--- src/rtl/core/clp_pkg.sv ---
`timescale 1ns / 1ps

package clp_pkg;

   // Only the first 22 positions of a line are ever examined.
   localparam int HEAD_LEN = 22;

   typedef logic [7:0] byte_type;
   typedef byte_type [HEAD_LEN-1:0] head_type;

   typedef enum logic [1:0] {
      KIND_NONE = 2'd0,
      KIND_RTC  = 2'd1,
      KIND_NODE = 2'd2
   } kind_type;

   localparam byte_type CHAR_CR    = 8'd13;
   localparam byte_type CHAR_LF    = 8'd10;
   localparam byte_type CHAR_COLON = 8'h3A;
   localparam byte_type CHAR_SPACE = 8'h20;
   localparam byte_type CHAR_SLASH = 8'h2F;

   localparam logic [31:0] RTC_TAG  = "RTC=";
   localparam logic [39:0] NODE_TAG = "Node=";

   localparam logic [7:0]  MAX_HOUR   = 8'h23;
   localparam logic [7:0]  MAX_MINUTE = 8'h59;
   localparam logic [7:0]  MAX_SECOND = 8'h59;
   localparam logic [7:0]  MAX_DAY    = 8'h31;
   localparam logic [7:0]  MAX_MONTH  = 8'h12;
   localparam logic [7:0]  MAX_YEAR   = 8'h99;

   localparam logic [15:0] MAX_NODE    = 16'd32;
   localparam logic [15:0] MAX_CHANNEL = 16'd8;
   localparam logic [15:0] MIN_SF      = 16'd7;
   localparam logic [15:0] MAX_SF      = 16'd13;
   localparam logic [15:0] MAX_PERIOD  = 16'd3600;

   typedef struct packed {
      kind_type    kind;
      logic [5:0]  hour_bcd;
      logic [6:0]  minute_bcd;
      logic [6:0]  second_bcd;
      logic [5:0]  day_bcd;
      logic [4:0]  month_bcd;
      logic [7:0]  year_bcd;
      logic [4:0]  node_address;
      logic [3:0]  channel_id;
      logic [3:0]  spread_factor;
      logic [11:0] sample_period;
   } result_type;

endpackage

--- src/rtl/core/clp_line_store.sv ---
`timescale 1ns / 1ps

module clp_line_store #(
   parameter int LINE_STORE_DEPTH = 128
) (
   input  logic                clock,
   input  logic                reset,
   input  logic                accept,
   input  clp_pkg::byte_type   rx_byte,
   input  logic                drain,
   output clp_pkg::head_type   head,
   output logic                pending
);
   import clp_pkg::*;

   localparam int IDX_W = $clog2(LINE_STORE_DEPTH);

   logic [IDX_W-1:0] wr_index_ff, wr_index_in;
   logic [IDX_W-1:0] slot;
   head_type         head_ff, head_in;
   logic             pending_ff, pending_in;
   logic             is_term;

   // The index wraps before the write, so the last position is never used.
   assign slot    = (wr_index_ff == IDX_W'(LINE_STORE_DEPTH - 1)) ? '0 : wr_index_ff;
   assign is_term = (rx_byte == CHAR_CR) || (rx_byte == CHAR_LF);

   always_comb begin
      head_in     = head_ff;
      wr_index_in = wr_index_ff;
      pending_in  = pending_ff && !drain;
      if (accept) begin
         for (int k = 0; k < HEAD_LEN; k++) begin
            if (slot == IDX_W'(k)) begin
               head_in[k] = rx_byte;
            end
         end
         wr_index_in = is_term ? '0 : slot + 1'b1;
         if (is_term) begin
            pending_in = 1'b1;
         end
      end
   end

   always_ff @(posedge clock) begin
      if (reset) begin
         head_ff     <= '0;
         wr_index_ff <= '0;
         pending_ff  <= 1'b0;
      end else begin
         head_ff     <= head_in;
         wr_index_ff <= wr_index_in;
         pending_ff  <= pending_in;
      end
   end

   assign head    = head_ff;
   assign pending = pending_ff;

endmodule

--- src/rtl/core/clp_check.sv ---
`timescale 1ns / 1ps

module clp_check (
   input  clp_pkg::head_type   head,
   output clp_pkg::result_type result
);
   import clp_pkg::*;

   function automatic logic [15:0] digit(input byte_type b);
      return {8'd0, b} - 16'd48;
   endfunction

   function automatic logic [7:0] pack_bcd(input byte_type hi, input byte_type lo);
      return {hi[3:0], lo[3:0]};
   endfunction

   logic [7:0]  hour, minute, second, day, month, year;
   logic [15:0] node, node_m1, chan, sf, period;
   logic        rtc_ok, node_ok;

   always_comb begin
      hour   = pack_bcd(head[4],  head[5]);
      minute = pack_bcd(head[7],  head[8]);
      second = pack_bcd(head[10], head[11]);
      day    = pack_bcd(head[13], head[14]);
      month  = pack_bcd(head[16], head[17]);
      year   = pack_bcd(head[19], head[20]);

      rtc_ok = ({head[0], head[1], head[2], head[3]} == RTC_TAG)
               && head[6] == CHAR_COLON && head[9] == CHAR_COLON
               && head[12] == CHAR_SPACE && head[15] == CHAR_SLASH
               && head[18] == CHAR_SLASH && head[21] == CHAR_CR
               && hour <= MAX_HOUR && minute <= MAX_MINUTE
               && second <= MAX_SECOND && day <= MAX_DAY
               && month <= MAX_MONTH && year <= MAX_YEAR;

      // All digit arithmetic wraps at 16 bits.
      node    = 16'(digit(head[5]) * 16'd10) + digit(head[6]);
      node_m1 = node - 16'd1;
      chan    = digit(head[8]);
      sf      = 16'(digit(head[10]) * 16'd10) + digit(head[11]);
      period  = 16'(digit(head[13]) * 16'd1000) + 16'(digit(head[14]) * 16'd100)
                + 16'(digit(head[15]) * 16'd10) + digit(head[16]);

      node_ok = ({head[0], head[1], head[2], head[3], head[4]} == NODE_TAG)
                && head[7] == CHAR_SPACE && head[9] == CHAR_SPACE
                && head[12] == CHAR_SPACE
                && node != 16'd0 && node <= MAX_NODE
                && chan <= MAX_CHANNEL
                && sf >= MIN_SF && sf <= MAX_SF
                && period <= MAX_PERIOD;

      result      = '0;
      result.kind = KIND_NONE;
      if (rtc_ok) begin
         result.kind       = KIND_RTC;
         result.hour_bcd   = hour[5:0];
         result.minute_bcd = minute[6:0];
         result.second_bcd = second[6:0];
         result.day_bcd    = day[5:0];
         result.month_bcd  = month[4:0];
         result.year_bcd   = year;
      end else if (node_ok) begin
         result.kind          = KIND_NODE;
         result.node_address  = node_m1[4:0];
         result.channel_id    = chan[3:0];
         result.spread_factor = sf[3:0];
         result.sample_period = period[11:0];
      end
   end

endmodule

--- src/rtl/core/clp_rsp_reg.sv ---
`timescale 1ns / 1ps

module clp_rsp_reg (
   input  logic                clock,
   input  logic                reset,
   input  logic                load,
   input  clp_pkg::result_type result_d,
   input  logic                rsp_ready,
   output logic                free,
   output logic                rsp_valid,
   output clp_pkg::result_type result_q
);
   import clp_pkg::*;

   logic       valid_ff, valid_in;
   result_type data_ff, data_in;

   assign free     = !valid_ff || rsp_ready;
   assign valid_in = load || (valid_ff && !rsp_ready);
   assign data_in  = load ? result_d : data_ff;

   always_ff @(posedge clock) begin
      if (reset) begin
         valid_ff <= 1'b0;
      end else begin
         valid_ff <= valid_in;
      end
      data_ff <= data_in;
   end

   assign rsp_valid = valid_ff;
   assign result_q  = data_ff;

endmodule

--- src/rtl/core/serial_command_line_parser.sv ---
`timescale 1ns / 1ps

// Channel   Direction  Handshake              Payload
// req_      in         req_valid / req_ready  req_rx_byte
// rsp_      out        rsp_valid / rsp_ready  rsp_kind and the ten result fields
//
// One byte transaction is taken per cycle while req_ready is high. A line terminator
// (CR or LF) yields one result transaction: the accepting edge stores the byte and
// marks the line finished; the line is then checked and loaded into the result
// register once that register has room, and offered on rsp_valid.
// Reset is synchronous and active high; it clears the line store and the index.
// A finished line waits in the store only while the result register is full and
// not being taken; in that case, and during reset, req_ready drops.

module serial_command_line_parser #(
   parameter int LINE_STORE_DEPTH = 128
) (
   input  logic        clock,
   input  logic        reset,
   input  logic        req_valid,
   output logic        req_ready,
   input  logic [7:0]  req_rx_byte,
   output logic        rsp_valid,
   input  logic        rsp_ready,
   output logic [1:0]  rsp_kind,
   output logic [5:0]  rsp_hour_bcd,
   output logic [6:0]  rsp_minute_bcd,
   output logic [6:0]  rsp_second_bcd,
   output logic [5:0]  rsp_day_bcd,
   output logic [4:0]  rsp_month_bcd,
   output logic [7:0]  rsp_year_bcd,
   output logic [4:0]  rsp_node_address,
   output logic [3:0]  rsp_channel_id,
   output logic [3:0]  rsp_spread_factor,
   output logic [11:0] rsp_sample_period
);
   import clp_pkg::*;

   head_type   head;
   result_type checked;
   result_type held;
   logic       pending;
   logic       free;
   logic       drain;
   logic       accept;

   // A completed line moves into the result register as soon as that register
   // has room. Until it does, the store must not change, so input stalls.
   assign drain     = pending && free;
   assign req_ready = !reset && (!pending || free);
   assign accept    = req_valid && req_ready;

   clp_line_store #(
      .LINE_STORE_DEPTH(LINE_STORE_DEPTH)
   ) u_store (
      .clock   (clock),
      .reset   (reset),
      .accept  (accept),
      .rx_byte (req_rx_byte),
      .drain   (drain),
      .head    (head),
      .pending (pending)
   );

   // The fixed-position checks read the registered line head directly.
   clp_check u_check (
      .head   (head),
      .result (checked)
   );

   clp_rsp_reg u_rsp (
      .clock     (clock),
      .reset     (reset),
      .load      (drain),
      .result_d  (checked),
      .rsp_ready (rsp_ready),
      .free      (free),
      .rsp_valid (rsp_valid),
      .result_q  (held)
   );

   assign rsp_kind          = held.kind;
   assign rsp_hour_bcd      = held.hour_bcd;
   assign rsp_minute_bcd    = held.minute_bcd;
   assign rsp_second_bcd    = held.second_bcd;
   assign rsp_day_bcd       = held.day_bcd;
   assign rsp_month_bcd     = held.month_bcd;
   assign rsp_year_bcd      = held.year_bcd;
   assign rsp_node_address  = held.node_address;
   assign rsp_channel_id    = held.channel_id;
   assign rsp_spread_factor = held.spread_factor;
   assign rsp_sample_period = held.sample_period;

endmodule

--- config.mk ---
export PLATFORM = sky130hd
export DESIGN_NAME = serial_command_line_parser
export DESIGN_NICKNAME = d
export VERILOG_FILES = /design/src/rtl/core/clp_pkg.sv /design/src/rtl/core/clp_line_store.sv /design/src/rtl/core/clp_check.sv /design/src/rtl/core/clp_rsp_reg.sv /design/src/rtl/core/serial_command_line_parser.sv
export SDC_FILE = /design/constraint.sdc
export NUM_CORES = 1
export LEC_CHECK = 0
export BUFFER_PORTS_ARGS = -buffer_cell sky130_fd_sc_hd__buf_4
export CORE_MARGIN = 5
export CORE_UTILIZATION = 44
export DETAILED_ROUTE_END_ITERATION = 8
export REMOVE_ABC_BUFFERS = 1
export SYNTH_ARGS = -nofsm -noshare
export SYNTH_HDL_FRONTEND = slang
export SYNTH_HIERARCHICAL = 1
export SYNTH_SLANG_ARGS = --single-unit
--- constraint.sdc ---
create_clock -name clock -period 10.15 [get_ports clock]
set_clock_uncertainty 0.05 [all_clocks]
set_input_delay 1.5225 -clock clock [delete_from_list [all_inputs] [get_ports clock]]
set_output_delay 1.5225 -clock clock [all_outputs]
set_load 0.1 [all_outputs]
* Word level (Yosys, flattened, before mapping)
Cells that the tools add are included.
** Word-level totals
- Memories kept :: 0
- Bits in read-only memories :: 0
- Bits in latches :: 0
- Output and inout port bits :: 68
- Word-level logic and storage cells :: 168
- RAM bits :: 0
- Flip-flop bits (word level) :: 239
- Input bits :: 12
** Operators by class
- Reductions and logical operators :: 60
- Muxes and demuxes :: 5
- Order comparisons :: 11
- Bitwise operators :: 1
- Add/subtract/negate cells :: 16
- $mul :: 5
- Divide/modulo/power cells :: 0
- Shift-type cells :: 0
- Equality and inequality tests :: 34
** Operators by type and width (number)
- $sub A8 B6 Y9 const B :: 9
- $add A16 B16 Y16 :: 5
- $eq A7 B4 Y1 const B :: 8
- $eq A8 B6 Y1 const B :: 7
- $mul A16 B3 Y15 const B :: 3
- $reduce_and A2 Y1 :: 22
- $eq A7 B5 Y1 const B :: 6
- $eq A40 B39 Y1 const B :: 1
- $eq A32 B31 Y1 const B :: 1
- $le A16 B4 Y1 const B :: 2
- $eq A7 B3 Y1 const B :: 4
- $logic_and A1 B1 Y1 :: 26
- $eq A8 B4 Y1 const B :: 3
- $ge A16 B3 Y1 const B :: 1
- $le A16 B12 Y1 const B :: 1
- $le A16 B6 Y1 const B :: 1
- $le A8 B6 Y1 const B :: 2
- $le A8 B7 Y1 const B :: 2
- $mul A16 B5 Y14 const B :: 1
- $mul A16 B7 Y13 const B :: 1
- $reduce_bool A16 Y1 :: 1
- $eq A7 B2 Y1 const B :: 2
- $mux W7 :: 2
- $le A8 B5 Y1 const B :: 1
- other kinds (12) :: 20

* Logic depth before layout (Yosys ltp)
- Word-level depth :: 14
- Mapped depth :: 31
- Mapped depth without buffers :: 30

* Cells and area by module
The synthesis kept the hierarchy.
** By module, submodules not included
- clp_check :: times used 1, cells an instance 971, area each 7723.7 µm², sequential area each 0.0 µm²
- clp_line_store :: times used 1, cells an instance 711, area each 7247.0 µm², sequential area each 3683.5 µm²
- clp_rsp_reg :: times used 1, cells an instance 70, area each 2028.2 µm², sequential area each 2001.9 µm²
- serial_command_line_parser :: times used 1, cells an instance 4, area each 37.5 µm², sequential area each 0.0 µm²

* Worst setup path after synthesis
OpenSTA, ideal clock, no wires.
- Path kind :: register to register
- Start :: register u_store.head_ff, in the netlist u_store/head[109]
- End :: register u_rsp.data_ff, in the netlist u_rsp/result_q[10], data pin
- Cell stages (with the launch flop) :: 32
- Clock period less this slack :: 7.268 ns
- Data required time :: 9.950 ns
- Setup slack :: 2.882 ns
- Data arrival time :: 7.069 ns
- Setup time :: 0.150 ns
- Path buffers :: 1
- Path through :: dfxtp_1 > ha_1 > xor2_1 > inv_1 > ha_1 > inv_1 > fa_1 > inv_1 > fa_1 > inv_1 > fa_1 > inv_1 > ha_1 > a21o_1 > a21o_1 > a21oi_1 > xnor2_1 > fa_1 > inv_1 > fa_1 > inv_1 > ha_1 > nand2b_1 > o22ai_1 > nor4_1 > o311ai_0 > nor4_1 > nand4_1 > nor4_2 > nand4_2 > buf_6 > nor3_2
** Between the ends
- Cells in the longest elaborated chain, start to end :: 9
** Ends and longest elaborated chain
- start, declared :: line clp_line_store.sv:20 : head_type head_ff, head_in;
- start signal, assigned :: line clp_line_store.sv:51 : head_ff <= head_in;
- $sub A8 B6 Y9 * :: line clp_check.sv:10 : return {8'd0, b} - 16'd48;
- $mul A16 B7 Y13 * :: line clp_check.sv:42 : period = 16'(digit(head[13]) * 16'd1000) + 16'(digit(head[14]) * 16'd100)
- $add A16 B16 Y16 * :: line clp_check.sv:42
- $add A16 B16 Y16 * (2 in series) :: line clp_check.sv:43 : + 16'(digit(head[15]) * 16'd10) + digit(head[16]);
- $le A16 B12 Y1 :: line clp_check.sv:51 : && period <= MAX_PERIOD;
- $logic_and A1 B1 Y1 :: line clp_check.sv:51
- $not A1 Y1 (no source line)
- $reduce_or A2 Y1 (no source line)
- end signal, assigned :: line clp_rsp_reg.sv:28 : data_ff <= data_in;
- end, declared :: line clp_rsp_reg.sv:16 : result_type data_ff, data_in;
Every way passes the cells marked *; elsewhere a longest branch is shown, timed or not.
A chain may end at the register's enable or synchronous reset.

* Final worst setup path
- Start :: register u_store.head_ff, in the netlist u_store/head[109]
- End :: register u_rsp.data_ff, in the netlist u_rsp/result_q[2], data pin
** Between the ends
- Cells in the longest elaborated chain, start to end :: 9
** Ends and longest elaborated chain (line)
- $sub A8 B6 Y9 :: clp_check.sv:10
- $mul A16 B7 Y13 :: clp_check.sv:42
- $add A16 B16 Y16 :: clp_check.sv:42
- $add A16 B16 Y16 (2 in series) :: clp_check.sv:43
- $le A16 B12 Y1 :: clp_check.sv:51
- $logic_and A1 B1 Y1 :: clp_check.sv:51
- $not A1 Y1 (no source line)
- $reduce_or A2 Y1 (no source line)
No other way between the ends.

==> flow_metrics.env <==
export IMPL_outcome="finished clean"
export IMPL_total_power_uw=2021
export IMPL_first_global_vias=12180
export IMPL_maxSlewViolCount=0
export IMPL_post_cts_resize_count=0
export IMPL_nets=1987
export IMPL_fin_crit_ns=8.842
export IMPL_switching_share=0.2343
export IMPL_path_max_fanout=26
export IMPL_finalSetupViolations=0
export IMPL_rows=71
export IMPL_end_kind="register"
export IMPL_die_w_um=204.4
export IMPL_cts_tree="built"
export IMPL_syn_avg_cell_area_um2=9.663
export IMPL_cts_max_level=1
export IMPL_cts_root_buffer="clkbuf_16"
export IMPL_track_usage=0.2046
export IMPL_ioPinCount=80
export IMPL_via_per_inst=5.365
export IMPL_grt_pass1_wl_um=68440
export IMPL_max_cap_viol_count=0
export IMPL_numClockSinks=239
export IMPL_yosys_warnings=6
export IMPL_start_util=0.4434
export IMPL_grt_max_degree=175
export IMPL_fin_crit_sh=0.8712
export IMPL_dieHeight_um=204.4
export IMPL_hold_violations=0
export IMPL_antenna_found_initial=0
export IMPL_clk_latency_ns=0.60
export IMPL_n_fill_cell=3533
export IMPL_layout_drive_gt1_share=0.1086
export IMPL_post_cts_setup_buffers=0
export IMPL_drtIter0Drc=865
export IMPL_hold_class="reg -> reg"
export IMPL_synth_cells=1720
export IMPL_syn_cell_area_um2=16620
export IMPL_drc=0
export IMPL_num_vias=12270
export IMPL_p_leak_uw=0.008505
export IMPL_p_comb_frac=0.029
export IMPL_critPathMaxStageDelay_ns=0.82
export IMPL_cts_buffers=28
export IMPL_critPathRequiredTime_ns=10.44
export IMPL_p_per_area_nw_per_um2=109.5
export IMPL_clock_fmax_mhz=113.1
export IMPL_ant_nets=0
export IMPL_dp_hpwl_um=31520
export IMPL_cp_arrival_ns=9.13
export IMPL_max_slew_margin=0.1816
export IMPL_startpoint_type="register"
export IMPL_drt_pass1_iter_count=5
export IMPL_tns_ns=0
export IMPL_slowest_stage="nand4_2"
export IMPL_io_buffers=79
export IMPL_power_frac_clock=0.486
export IMPL_diodes=0
export IMPL_power_switching_uw=473.6
export IMPL_die_area_um2=41760
export IMPL_syn2layout_area_growth_pct=11.01
export IMPL_clock_path_buffers=3
export IMPL_post_drt_wl_per_cell_um=18.93
export IMPL_rsz0062_at_grt="no"
export IMPL_core_um2=37490
export IMPL_critPathKind="reg -> reg"
export IMPL_clk_pin_slew_ns=0.06
export IMPL_power_frac_seq=0.485
export IMPL_postLayoutCoreUtil=0.4922
export IMPL_routed_wl_um=43310
export IMPL_cpMostUsedCell="inv_1"
export IMPL_post_place_ws_ns=1.396
export IMPL_grt_overflow=0
export IMPL_worstMarginPinSlew_ns=1.227
export IMPL_internal_power_uw=1548
export IMPL_setup_ws_ns=1.308
export IMPL_irDropWorstVdd_mv=0.1112
export IMPL_hold_buffers=0
export IMPL_place_congestion=0.9185
power groups by stage:
stage	clock (µW)	sequential, µW	combinational, µW
final	981	980	59.5
after global routing	1050	980	63.1
after CTS	1000	980	59.6
after detailed placement	0	1000	59.2
after global placement	0	1000	59.1
after floorplan	0	1000	21.0
final timing paths:
| path | from | endpoint | slack [ns] | cells after the start |
|---|---|---|---|---|
| min | u_store/head[69] | u_store/head[69] | 0.43 | 2 |
| max | u_store/head[109] | u_rsp/result_q[2] | 1.31 | 30 |
| min reg2reg | u_store/head[69] | u_store/head[69] | 0.43 | 2 |
| max reg2reg | u_store/head[109] | u_rsp/result_q[2] | 1.31 | 30 |
registers in the layout (all words and copies together) (netlist names):
register             flops
u_store/pending          1
u_store/head           164
u_rsp/rsp_valid          1
u_store/wr_index_ff      7
u_rsp/result_q          66
area by class of cell:
type                    count  area [µm²]  share of cell area
multi-input cells        1232       10180              0.5516
repair buffers             84       643.1             0.03485
clock buffers              38       798.3             0.04326
clock inverters            14       108.9            0.005899
inverters                 170       638.1             0.03458
flip-flops and latches    239        5445              0.2951
well taps                 511       639.4             0.03465
stage by stage:
step                cell area (µm²)  hold WS [ns]  cells
global route                  18450        0.4437   2288
detailed placement            17540        0.4129   2236
CTS                           18450        0.4264   2288
finish                        18450        0.4251   2288
floorplan                     16240        0.3927   1641
global placement              17540        0.4058   2236
critical path: cells and delay by family (launching register included):
family | cells | cell delay (ns)
fa+ha+maj | 9 | 3.78
flops | 1 | 0.49
buf+inv | 7 | 0.44
xor+xnor | 2 | 0.57
compound gates | 5 | 0.87
simple gates | 7 | 2.37
cell usage in the layout (no fill, tap or decap), types with 6 or more instances in the layout:
master	n
nor3b_1	6
a21oi_1	77
clkinv_2	7
nand3b_1	7
nand3_1	58
edfxtp_1	66
ha_1	158
o21ai_1	8
clkbuf_16	28
o22ai_1	7
buf_4	83
a21o_1	22
and3_1	6
xnor2_1	53
nor4_1	14
xor2_1	35
nand2_1	45
mux2i_1	150
nor2_1	145
or3_1	6
a31oi_1	10
o211ai_1	8
nand4b_1	9
nand4_1	15
nor2b_1	8
nor3_1	27
o21a_1	8
o21ai_0	53
nand3_2	8
a211oi_1	8
dfxtp_1	173
clkbuf_8	6
nand2b_1	65
fa_1	62
inv_1	167
nor3_2	21
and2_1	41
layer usage:
metal  vias up  track usage  share of wire
li1       6048            -              -
met1      5904       0.2911           0.47
met2       264       0.3286           0.46
met3        58      0.03443          0.051
met4         0      0.04547          0.022
met5         -            0              0
(Power assumes the default switching activity.)
